$ cat config.mk
export PLATFORM = sky130hd
export DESIGN_NAME = bank_switch_scanline_irq_mapper_top
export DESIGN_NICKNAME = d
export VERILOG_FILES = /design/src/design/bssim_pkg.sv /design/src/design/bank_switch_scanline_irq_mapper_top.sv
export SDC_FILE = /design/constraint.sdc
export NUM_CORES = 1
export LEC_CHECK = 0
export BUFFER_PORTS_ARGS = -buffer_cell sky130_fd_sc_hd__buf_2
export CELL_PAD_IN_SITES_DETAIL_PLACEMENT = 1
export CELL_PAD_IN_SITES_GLOBAL_PLACEMENT = 1
export CORE_ASPECT_RATIO = 1.2
export CORE_UTILIZATION = 50
export CTS_CLUSTER_SIZE = 14
export DETAILED_ROUTE_END_ITERATION = 10
export GPL_TIMING_DRIVEN = 1
export HOLD_SLACK_MARGIN = 0.1
export PLACE_DENSITY = 0.94
export RECOVER_POWER = 25
export SKIP_CTS_REPAIR_TIMING = 1
export SLEW_MARGIN = 10
export SYNTH_ARGS = -nofsm -noshare
export SYNTH_HDL_FRONTEND = slang
export SYNTH_SLANG_ARGS = --single-unit
export TNS_END_PERCENT = 30
$ cat constraint.sdc
create_clock -name clk -period 6.1 [get_ports clk]
set_clock_uncertainty 0.2 [all_clocks]
set_input_delay 0.305 -clock clk [delete_from_list [all_inputs] [get_ports clk]]
set_output_delay 0.305 -clock clk [all_outputs]
set_load 0.01 [all_outputs]
$ cat src/design/bssim_pkg.sv
// Shared types and constants for the bank switch scanline IRQ mapper.
// Holds the input and result word layouts, address decode codes and result kinds.
// Depends on nothing.
package bssim_pkg;

  typedef struct packed {
    logic       opcode;
    logic [15:0] address;
    logic [7:0] write_data;
    logic [8:0] scanline;
    logic       rendering_on;
  } in_word_t;

  typedef struct packed {
    logic [2:0] kind;
    logic [2:0] slot;
    logic [8:0] value;
    logic       last;
  } out_word_t;

  // Input operations.
  localparam logic OP_WRITE = 1'b0;
  localparam logic OP_TICK  = 1'b1;

  // Address decode.
  localparam logic [15:0] ADDR_MASK     = 16'hF003;
  localparam logic [15:0] ADDR_BANK_SEL = 16'h8000;
  localparam logic [15:0] ADDR_BANK_DAT = 16'h8001;
  localparam logic [15:0] ADDR_MIRROR   = 16'hA000;
  localparam logic [15:0] ADDR_IRQ_LATCH  = 16'hC000;
  localparam logic [15:0] ADDR_IRQ_RELOAD = 16'hC001;
  localparam logic [15:0] ADDR_IRQ_OFF  = 16'hE000;
  localparam logic [15:0] ADDR_IRQ_ON   = 16'hE001;

  // Result kinds.
  localparam logic [2:0] KIND_CPU    = 3'd1;
  localparam logic [2:0] KIND_PPU    = 3'd2;
  localparam logic [2:0] KIND_MIRROR = 3'd3;
  localparam logic [2:0] KIND_IRQ    = 3'd4;

  // Bank register indexes.
  localparam logic [3:0] BR_PPU_PAIR0 = 4'h0;
  localparam logic [3:0] BR_PPU_PAIR1 = 4'h1;
  localparam logic [3:0] BR_PPU_A     = 4'h2;
  localparam logic [3:0] BR_PPU_B     = 4'h3;
  localparam logic [3:0] BR_PPU_C     = 4'h4;
  localparam logic [3:0] BR_PPU_D     = 4'h5;
  localparam logic [3:0] BR_CPU_A     = 4'h6;
  localparam logic [3:0] BR_CPU_B     = 4'h7;
  localparam logic [3:0] BR_PPU_E     = 4'h8;
  localparam logic [3:0] BR_PPU_F     = 4'h9;
  localparam logic [3:0] BR_CPU_C     = 4'hF;

  // Result queue.
  localparam int QDEPTH = 4;
  localparam int QAW    = 2;

endpackage

$ cat src/design/bank_switch_scanline_irq_mapper_top.sv
// Top level of the bank switch scanline IRQ mapper.
// Depends on bssim_pkg for word layouts and decode constants.
// Each accepted word registers its result words into the result queue.
// Throughput: one input word per cycle unless in_stall; a paired PPU bank write
//   yields two result words; output drains one per cycle unless out_stall.
// Reset (rst, synchronous, active high) clears all mapper state and empties
//   the result queue.
module bank_switch_scanline_irq_mapper_top #(
  parameter int LAST_VISIBLE_LINE = 239
) (
  input  logic                 clk,
  input  logic                 rst,
  input  logic                 in_valid,
  output logic                 in_stall,
  input  bssim_pkg::in_word_t  in_word,
  output logic                 out_valid,
  input  logic                 out_stall,
  output bssim_pkg::out_word_t out_word
);

  // Mapper state.
  logic [3:0] reg_index;
  logic       prg_swap;
  logic       chr_invert;
  logic [7:0] irq_reload;
  logic [7:0] irq_count;
  logic       irq_on;

  // Result queue: a small ring of result words between the decode logic
  // and the output port. The input side stalls only when fewer than two
  // entries are free, which depends on registered state alone.
  bssim_pkg::out_word_t queue [bssim_pkg::QDEPTH];
  logic [bssim_pkg::QAW-1:0] wr_ptr;
  logic [bssim_pkg::QAW-1:0] rd_ptr;
  logic [bssim_pkg::QAW:0]   count;

  logic in_acc;
  logic out_acc;

  // Results of the word being accepted.
  bssim_pkg::out_word_t res0;
  bssim_pkg::out_word_t res1;
  logic [1:0]           res_n;

  logic [15:0] addr_dec;
  logic [8:0]  data_ext;
  logic [8:0]  data_inc;
  logic [7:0]  count_dec;
  logic        tick_active;

  logic [3:0] reg_index_next;
  logic       prg_swap_next;
  logic       chr_invert_next;
  logic [7:0] irq_reload_next;
  logic [7:0] irq_count_next;
  logic       irq_on_next;

  assign in_stall  = (count > (bssim_pkg::QAW+1)'(bssim_pkg::QDEPTH - 2));
  assign in_acc    = in_valid && !in_stall;
  assign out_valid = (count != '0);
  assign out_acc   = out_valid && !out_stall;
  assign out_word  = queue[rd_ptr];

  assign addr_dec  = in_word.address & bssim_pkg::ADDR_MASK;
  assign data_ext  = {1'b0, in_word.write_data};
  assign data_inc  = data_ext + 9'd1;
  assign count_dec = irq_count - 8'd1;
  // A tick counts only on a visible line with rendering and the IRQ enabled.
  assign tick_active = irq_on && in_word.rendering_on &&
                       (in_word.scanline <= 9'(LAST_VISIBLE_LINE));

  // Decode one word into up to two result words and the next mapper state.
  always_comb begin
    res0  = '0;
    res1  = '0;
    res_n = 2'd0;
    reg_index_next  = reg_index;
    prg_swap_next   = prg_swap;
    chr_invert_next = chr_invert;
    irq_reload_next = irq_reload;
    irq_count_next  = irq_count;
    irq_on_next     = irq_on;

    if (in_word.opcode == bssim_pkg::OP_TICK) begin
      if (tick_active) begin
        // On reaching zero the counter reloads and an IRQ is reported;
        // a counter already at zero wraps to 255 without an IRQ.
        if (count_dec == 8'd0) begin
          irq_count_next = irq_reload;
          res0.kind = bssim_pkg::KIND_IRQ;
          res_n     = 2'd1;
        end else begin
          irq_count_next = count_dec;
        end
      end
    end else begin
      unique case (addr_dec)
        bssim_pkg::ADDR_BANK_SEL: begin
          reg_index_next  = in_word.write_data[3:0];
          prg_swap_next   = in_word.write_data[6];
          chr_invert_next = in_word.write_data[7];
        end
        bssim_pkg::ADDR_BANK_DAT: begin
          res0.value = data_ext;
          res0.kind  = bssim_pkg::KIND_PPU;
          res_n      = 2'd1;
          unique case (reg_index)
            bssim_pkg::BR_PPU_PAIR0: begin
              res0.slot  = chr_invert ? 3'd4 : 3'd0;
              res1.kind  = bssim_pkg::KIND_PPU;
              res1.slot  = chr_invert ? 3'd5 : 3'd1;
              res1.value = data_inc;
              res_n      = 2'd2;
            end
            bssim_pkg::BR_PPU_PAIR1: begin
              res0.slot  = chr_invert ? 3'd6 : 3'd2;
              res1.kind  = bssim_pkg::KIND_PPU;
              res1.slot  = chr_invert ? 3'd7 : 3'd3;
              res1.value = data_inc;
              res_n      = 2'd2;
            end
            bssim_pkg::BR_PPU_A: res0.slot = chr_invert ? 3'd0 : 3'd4;
            bssim_pkg::BR_PPU_B: res0.slot = chr_invert ? 3'd1 : 3'd5;
            bssim_pkg::BR_PPU_C: res0.slot = chr_invert ? 3'd2 : 3'd6;
            bssim_pkg::BR_PPU_D: res0.slot = chr_invert ? 3'd3 : 3'd7;
            bssim_pkg::BR_CPU_A: begin
              res0.kind = bssim_pkg::KIND_CPU;
              res0.slot = prg_swap ? 3'd5 : 3'd4;
            end
            bssim_pkg::BR_CPU_B: begin
              res0.kind = bssim_pkg::KIND_CPU;
              res0.slot = prg_swap ? 3'd6 : 3'd5;
            end
            bssim_pkg::BR_PPU_E: res0.slot = 3'd1;
            bssim_pkg::BR_PPU_F: res0.slot = 3'd3;
            bssim_pkg::BR_CPU_C: begin
              res0.kind = bssim_pkg::KIND_CPU;
              res0.slot = prg_swap ? 3'd4 : 3'd6;
            end
            default: begin
              // Unused bank registers ignore the write.
              res0  = '0;
              res_n = 2'd0;
            end
          endcase
        end
        bssim_pkg::ADDR_MIRROR: begin
          res0.kind  = bssim_pkg::KIND_MIRROR;
          res0.value = {8'd0, in_word.write_data[0]};
          res_n      = 2'd1;
        end
        bssim_pkg::ADDR_IRQ_LATCH: begin
          irq_reload_next = in_word.write_data;
          irq_count_next  = in_word.write_data;
        end
        bssim_pkg::ADDR_IRQ_RELOAD: begin
          irq_count_next = irq_reload;
        end
        bssim_pkg::ADDR_IRQ_OFF: begin
          irq_on_next    = 1'b0;
          irq_count_next = irq_reload;
        end
        bssim_pkg::ADDR_IRQ_ON: begin
          irq_on_next    = 1'b1;
          irq_count_next = irq_reload;
        end
        default: begin
          // Undecoded addresses are ignored.
        end
      endcase
    end

    // The final result word of an item carries the last mark.
    if (res_n == 2'd1) begin
      res0.last = 1'b1;
    end
    if (res_n == 2'd2) begin
      res1.last = 1'b1;
    end
  end

  // Mapper state updates on each accepted word.
  always_ff @(posedge clk) begin
    if (rst) begin
      reg_index  <= '0;
      prg_swap   <= 1'b0;
      chr_invert <= 1'b0;
      irq_reload <= '0;
      irq_count  <= '0;
      irq_on     <= 1'b0;
    end else if (in_acc) begin
      reg_index  <= reg_index_next;
      prg_swap   <= prg_swap_next;
      chr_invert <= chr_invert_next;
      irq_reload <= irq_reload_next;
      irq_count  <= irq_count_next;
      irq_on     <= irq_on_next;
    end
  end

  // Result queue storage; entries carry no reset.
  always_ff @(posedge clk) begin
    if (in_acc && (res_n != 2'd0)) begin
      queue[wr_ptr] <= res0;
    end
    if (in_acc && (res_n == 2'd2)) begin
      queue[wr_ptr + 1'b1] <= res1;
    end
  end

  // Result queue pointers and fill count.
  always_ff @(posedge clk) begin
    if (rst) begin
      wr_ptr <= '0;
      rd_ptr <= '0;
      count  <= '0;
    end else begin
      if (in_acc) begin
        wr_ptr <= wr_ptr + bssim_pkg::QAW'(res_n);
      end
      if (out_acc) begin
        rd_ptr <= rd_ptr + 1'b1;
      end
      count <= count + (in_acc ? (bssim_pkg::QAW+1)'(res_n) : '0)
                     - (bssim_pkg::QAW+1)'(out_acc);
    end
  end

endmodule
==> summary.txt <==
Route
  – DRT iter0 DRCs: 339
  – Post-DR vias/cell: around 6.8
  – DR pass1 iterations: 5
  – Routed Wire Length: around 16000 µm
  – Vias after detailed routing: approximately 4600
  – Avg WL per Cell: around 24 µm
  – Drt drc: 0
  – DRT antenna net count: 0

Critical path
  – CP endpoint kind: flop
  – Critical path, cell by cell: inv_1 -> ha_1 -> or4b_4 -> or4b_4 -> a311oi_4 -> a21oi_1 -> nand2b_1 -> ha_1 -> inv_1 -> ha_1 -> inv_1 -> fa_1 -> xnor2_1 -> xnor2_1 -> nor2_1
  – Crit Path Class: flop to flop
  – Worst Setup Start Kind: flop
  – Worst Path Max Fanout: 10
  – WP data required: 6.12 ns
  – CP peak stage delay: approximately 0.60 ns
  – Worst EP arrival: 4.50 ns
  – Reg2reg start: irq_count[0]
  – R2r endpoint: count[2]
  – Delay-heaviest family, CP: simple AND/OR/NAND/NOR gates
  – R2R Setup Slk: roughly 1.6 ns
  – Slowest-stage cell, CP: a311oi_4
  – Buf+Inv Stages, Crit Path: 3
  – R2r worst-path depth: 15

Cells and area
  – Multi-input logic area: about 0.0026 mm²
  – Layout area overhead: 10.0%
  – Filler cells: 1150
  – Share of post-route cells with drive strength above 1: about 14%
  – Flip-flop and latch area: ~0.0025 mm²
  – ANT cells: 0
  – Final net count: 601

Min path
  – HP Class: primary input to flop
  – Hold Path Depth: 3
  – Hold path startpoint: in_word[17]
  – WHS Endpoint: chr_invert

Die
  – CORE AREA: between 0.01 and 0.015 mm²
  – Die X: approximately 96 µm
  – # IOs: 57
  – Initial core utilization: between 50% and 60%
  – DIE AREA: between 0.01 and 0.015 mm²
  – Row cnt: 40
  – Die H: roughly 120 µm

STA
  – RSZ-0062 raised after global routing: no
  – Setup ws final: 1.62 ns
  – Worst-Margin Slew: ~1.0 ns
  – Final setup TNS: 0 ns
  – Slew HR: ~30%
  – Setup violations, final: 0
  – Fin. max-slew vios: 0
  – Fin crit share: 73.5%
  – Crit path time final: approximately 4.5 ns
  – Max Clk Rate: about 220 MHz
  – Final Hold Viols: 0

Placement
  – GP Congestion: about 0.88
  – Port Buffers: 42
  – Pre-CTS setup slack: about 1.6 ns
  – DPL Wire Length: roughly 11000 µm

Power and ir drop
  – Leak pwr: about 1.9 nW
  – VDD IR max: 0.000174 V
  – PD cells: approximately 280 mW/mm²

Clock network
  – Worst-skew pair later-pin latency: 0.36 ns
  – TritonCTS clock tree: built
  – Root Driver: clkbuf_16
  – Max clock buf depth: 2
  – CTS HTree Levels: 3
  – Clock sinks: 96
  – Clock transition at path regs: around 0.070 ns
  – CTS buffer count: 9

Logic synthesis
  – Synth Cell Area: 0.00532 mm²
  – Post-synthesis sequential area ratio: between 40% and 50%
  – Count of cell types in the netlist: a little over 60
  – Main synth FF type: edfxtp_1
  – Synth warn: 0
  – Number of synthesized flops with an enable pin: 56
  – Synth Instances: 529
  – Share of flip-flops with an asynchronous set or reset: 0%
  – Syn Nets: 576
  – Syn Area/Cell: 10.1 µm²
  – Seq cells post-synth: 96

Global route
  – Pin count of the biggest net entering global routing: 34
  – First-pass GRT wire length: between 20000 and 30000 µm
  – GRT Total Usage: a little under a third
  – Initial antenna violation count: 0
  – Vias in the first global route: ~5000
  – Grt ovf: 0

Outcome
  – Outcome: finished, final reports clean

Job
  – Max Cap Viol: 0
## cell usage in the layout, fill, tap and decap left out, types with 3 or more instances in the layout
cell type   n
a2111oi_0   5
a211oi_1    3
a21oi_1    26
a221oi_2    4
a22o_1      3
a311oi_1    7
a31o_2      5
and3_1      4
and4_1      3
buf_2      23
buf_4       4
clkbuf_1   21
clkbuf_16   9
dfxtp_1    40
edfxtp_1   56
ha_1        7
inv_1      18
mux2_2      5
mux2i_1    11
mux4_2     16
nand2_1    55
nand2b_1    6
nand3_1     5
nand4_1    10
nor2_1     49
nor2b_1     7
nor3_1     14
nor3b_1     4
nor4_1      5
o21a_1      3
o21ai_0    55
o21ai_1     4
o22ai_1    15
o2bb2ai_1   3
or3_1       6
or4_1       3
xnor2_1     9
xor2_1      5
## report_power, final
group          internal, mW  switching (mW)  total (mW)  leakage (nW)
clock network         0.320           0.269       0.589         0.139
logic                 0.152           0.188       0.340         0.935
registers             0.700          0.0235       0.723         0.838
total                  1.17           0.481        1.65          1.91
## cell families (layout without fill, tap and decap cells)
family	Yosys count	after routing	synth area share, %
xor gates and xnor gates	14	14	2.30
AOI/OAI and AO/OA	147	147	18.4
and+or+nand+nor	180	180	16.8
DFF	96	96	46.6
adders and majority gates	8	8	2.02
muxes	32	32	9.90
buffers and inverters	52	82	3.86
## registers in the layout (all words and copies together), names as in the netlist, named ones only
signal and cells:
reg_index 4, chr_invert 1, irq_reload 8, rd_ptr 2, count 3, wr_ptr 2
irq_on 1, queue 64, prg_swap 1, irq_count 8
## metal layers
layer / GRT usage, % / up-vias / share of wire (%)
met1: 34.6 / 2328 / 38
met4: 14.7 / 0 / 3.5
li1: - / 2042 / -
met3: 5.56 / 62 / 5.7
met2: 57.8 / 214 / 53
met5: 0 / - / 0
## per-stage QoR
step / hold WS, ns / cell area (µm²) / utilization (%) / power (mW) / std cells
3_5_place_dp: 0.255 / 5590 / 55.0 / 1.09 / 669
3_3_place_gp: 0.246 / 5590 / 55.0 / 1.07 / 669
2_1_floorplan: 0.207 / 5320 / - / 0.972 / 529
6_report: 0.0954 / 5860 / 57.6 / 1.65 / 685
5_1_grt: 0.112 / 5860 / 57.6 / 1.70 / 685
4_1_cts: 0.0938 / 5890 / 58.0 / 1.66 / 685
## cell usage after synthesis (all sizes together), types with 4 or more instances
master	instances	area, µm²
o22ai	15	93.8
a2111oi	5	45.0
clkbuf	30	114
a21oi	26	130
mux2	5	56.3
o21ai	59	295
nand3	5	25.0
nand2	55	206
a221oi	5	68.8
edfxtp	56	1680
mux4	16	360
or3	6	37.5
xnor2	9	78.8
mux2i	11	110
nor2	49	184
ha	7	87.6
a311oi	9	114
and3	4	25.0
nor4	5	37.5
nor2b	7	43.8
a31o	5	43.8
nor3b	4	30.0
nand2b	6	37.5
nor3	14	70.1
xor2	5	43.8
dfxtp	40	801
inv	18	67.6
nand4	10	62.6
## layout make-up
type	instances	area share [%]
Multi-Input combinational cell	381	44.9
Sequential cell	96	42.4
Clock buffer	10	3.91
Timing Repair Buffer	47	3.76
Tap cell	126	2.69
Inverter	19	1.22
Clock inverter	6	1.18
## how the worst max path moves through the flow
stage               cells after the start         start  slack (ns)        to
floorplan                              15  irq_count[0]        2.17  count[2]
global placement                       15  irq_count[0]        1.80  count[2]
detailed placement                     15  irq_count[0]        1.64  count[2]
CTS                                    15  irq_count[0]        1.63  count[2]
global route                           15  irq_count[0]        1.40  count[2]
finish                                 15  irq_count[0]        1.62  count[2]
## worst register-to-register path: cells and delay by family (launching register included)
| kind | cells | cell delay [ns] |
|---|---|---|
| XOR/XNOR | 2 | 0.31 |
| adder cells (fa/ha/maj) | 4 | 1.04 |
| AND/OR/NAND/NOR | 4 | 1.33 |
| buffers and inverters | 3 | 0.20 |
| AO/OA/AOI/OAI | 2 | 0.88 |
| flip-flops | 1 | 0.38 |
Power figures use the tool's default switching activity.
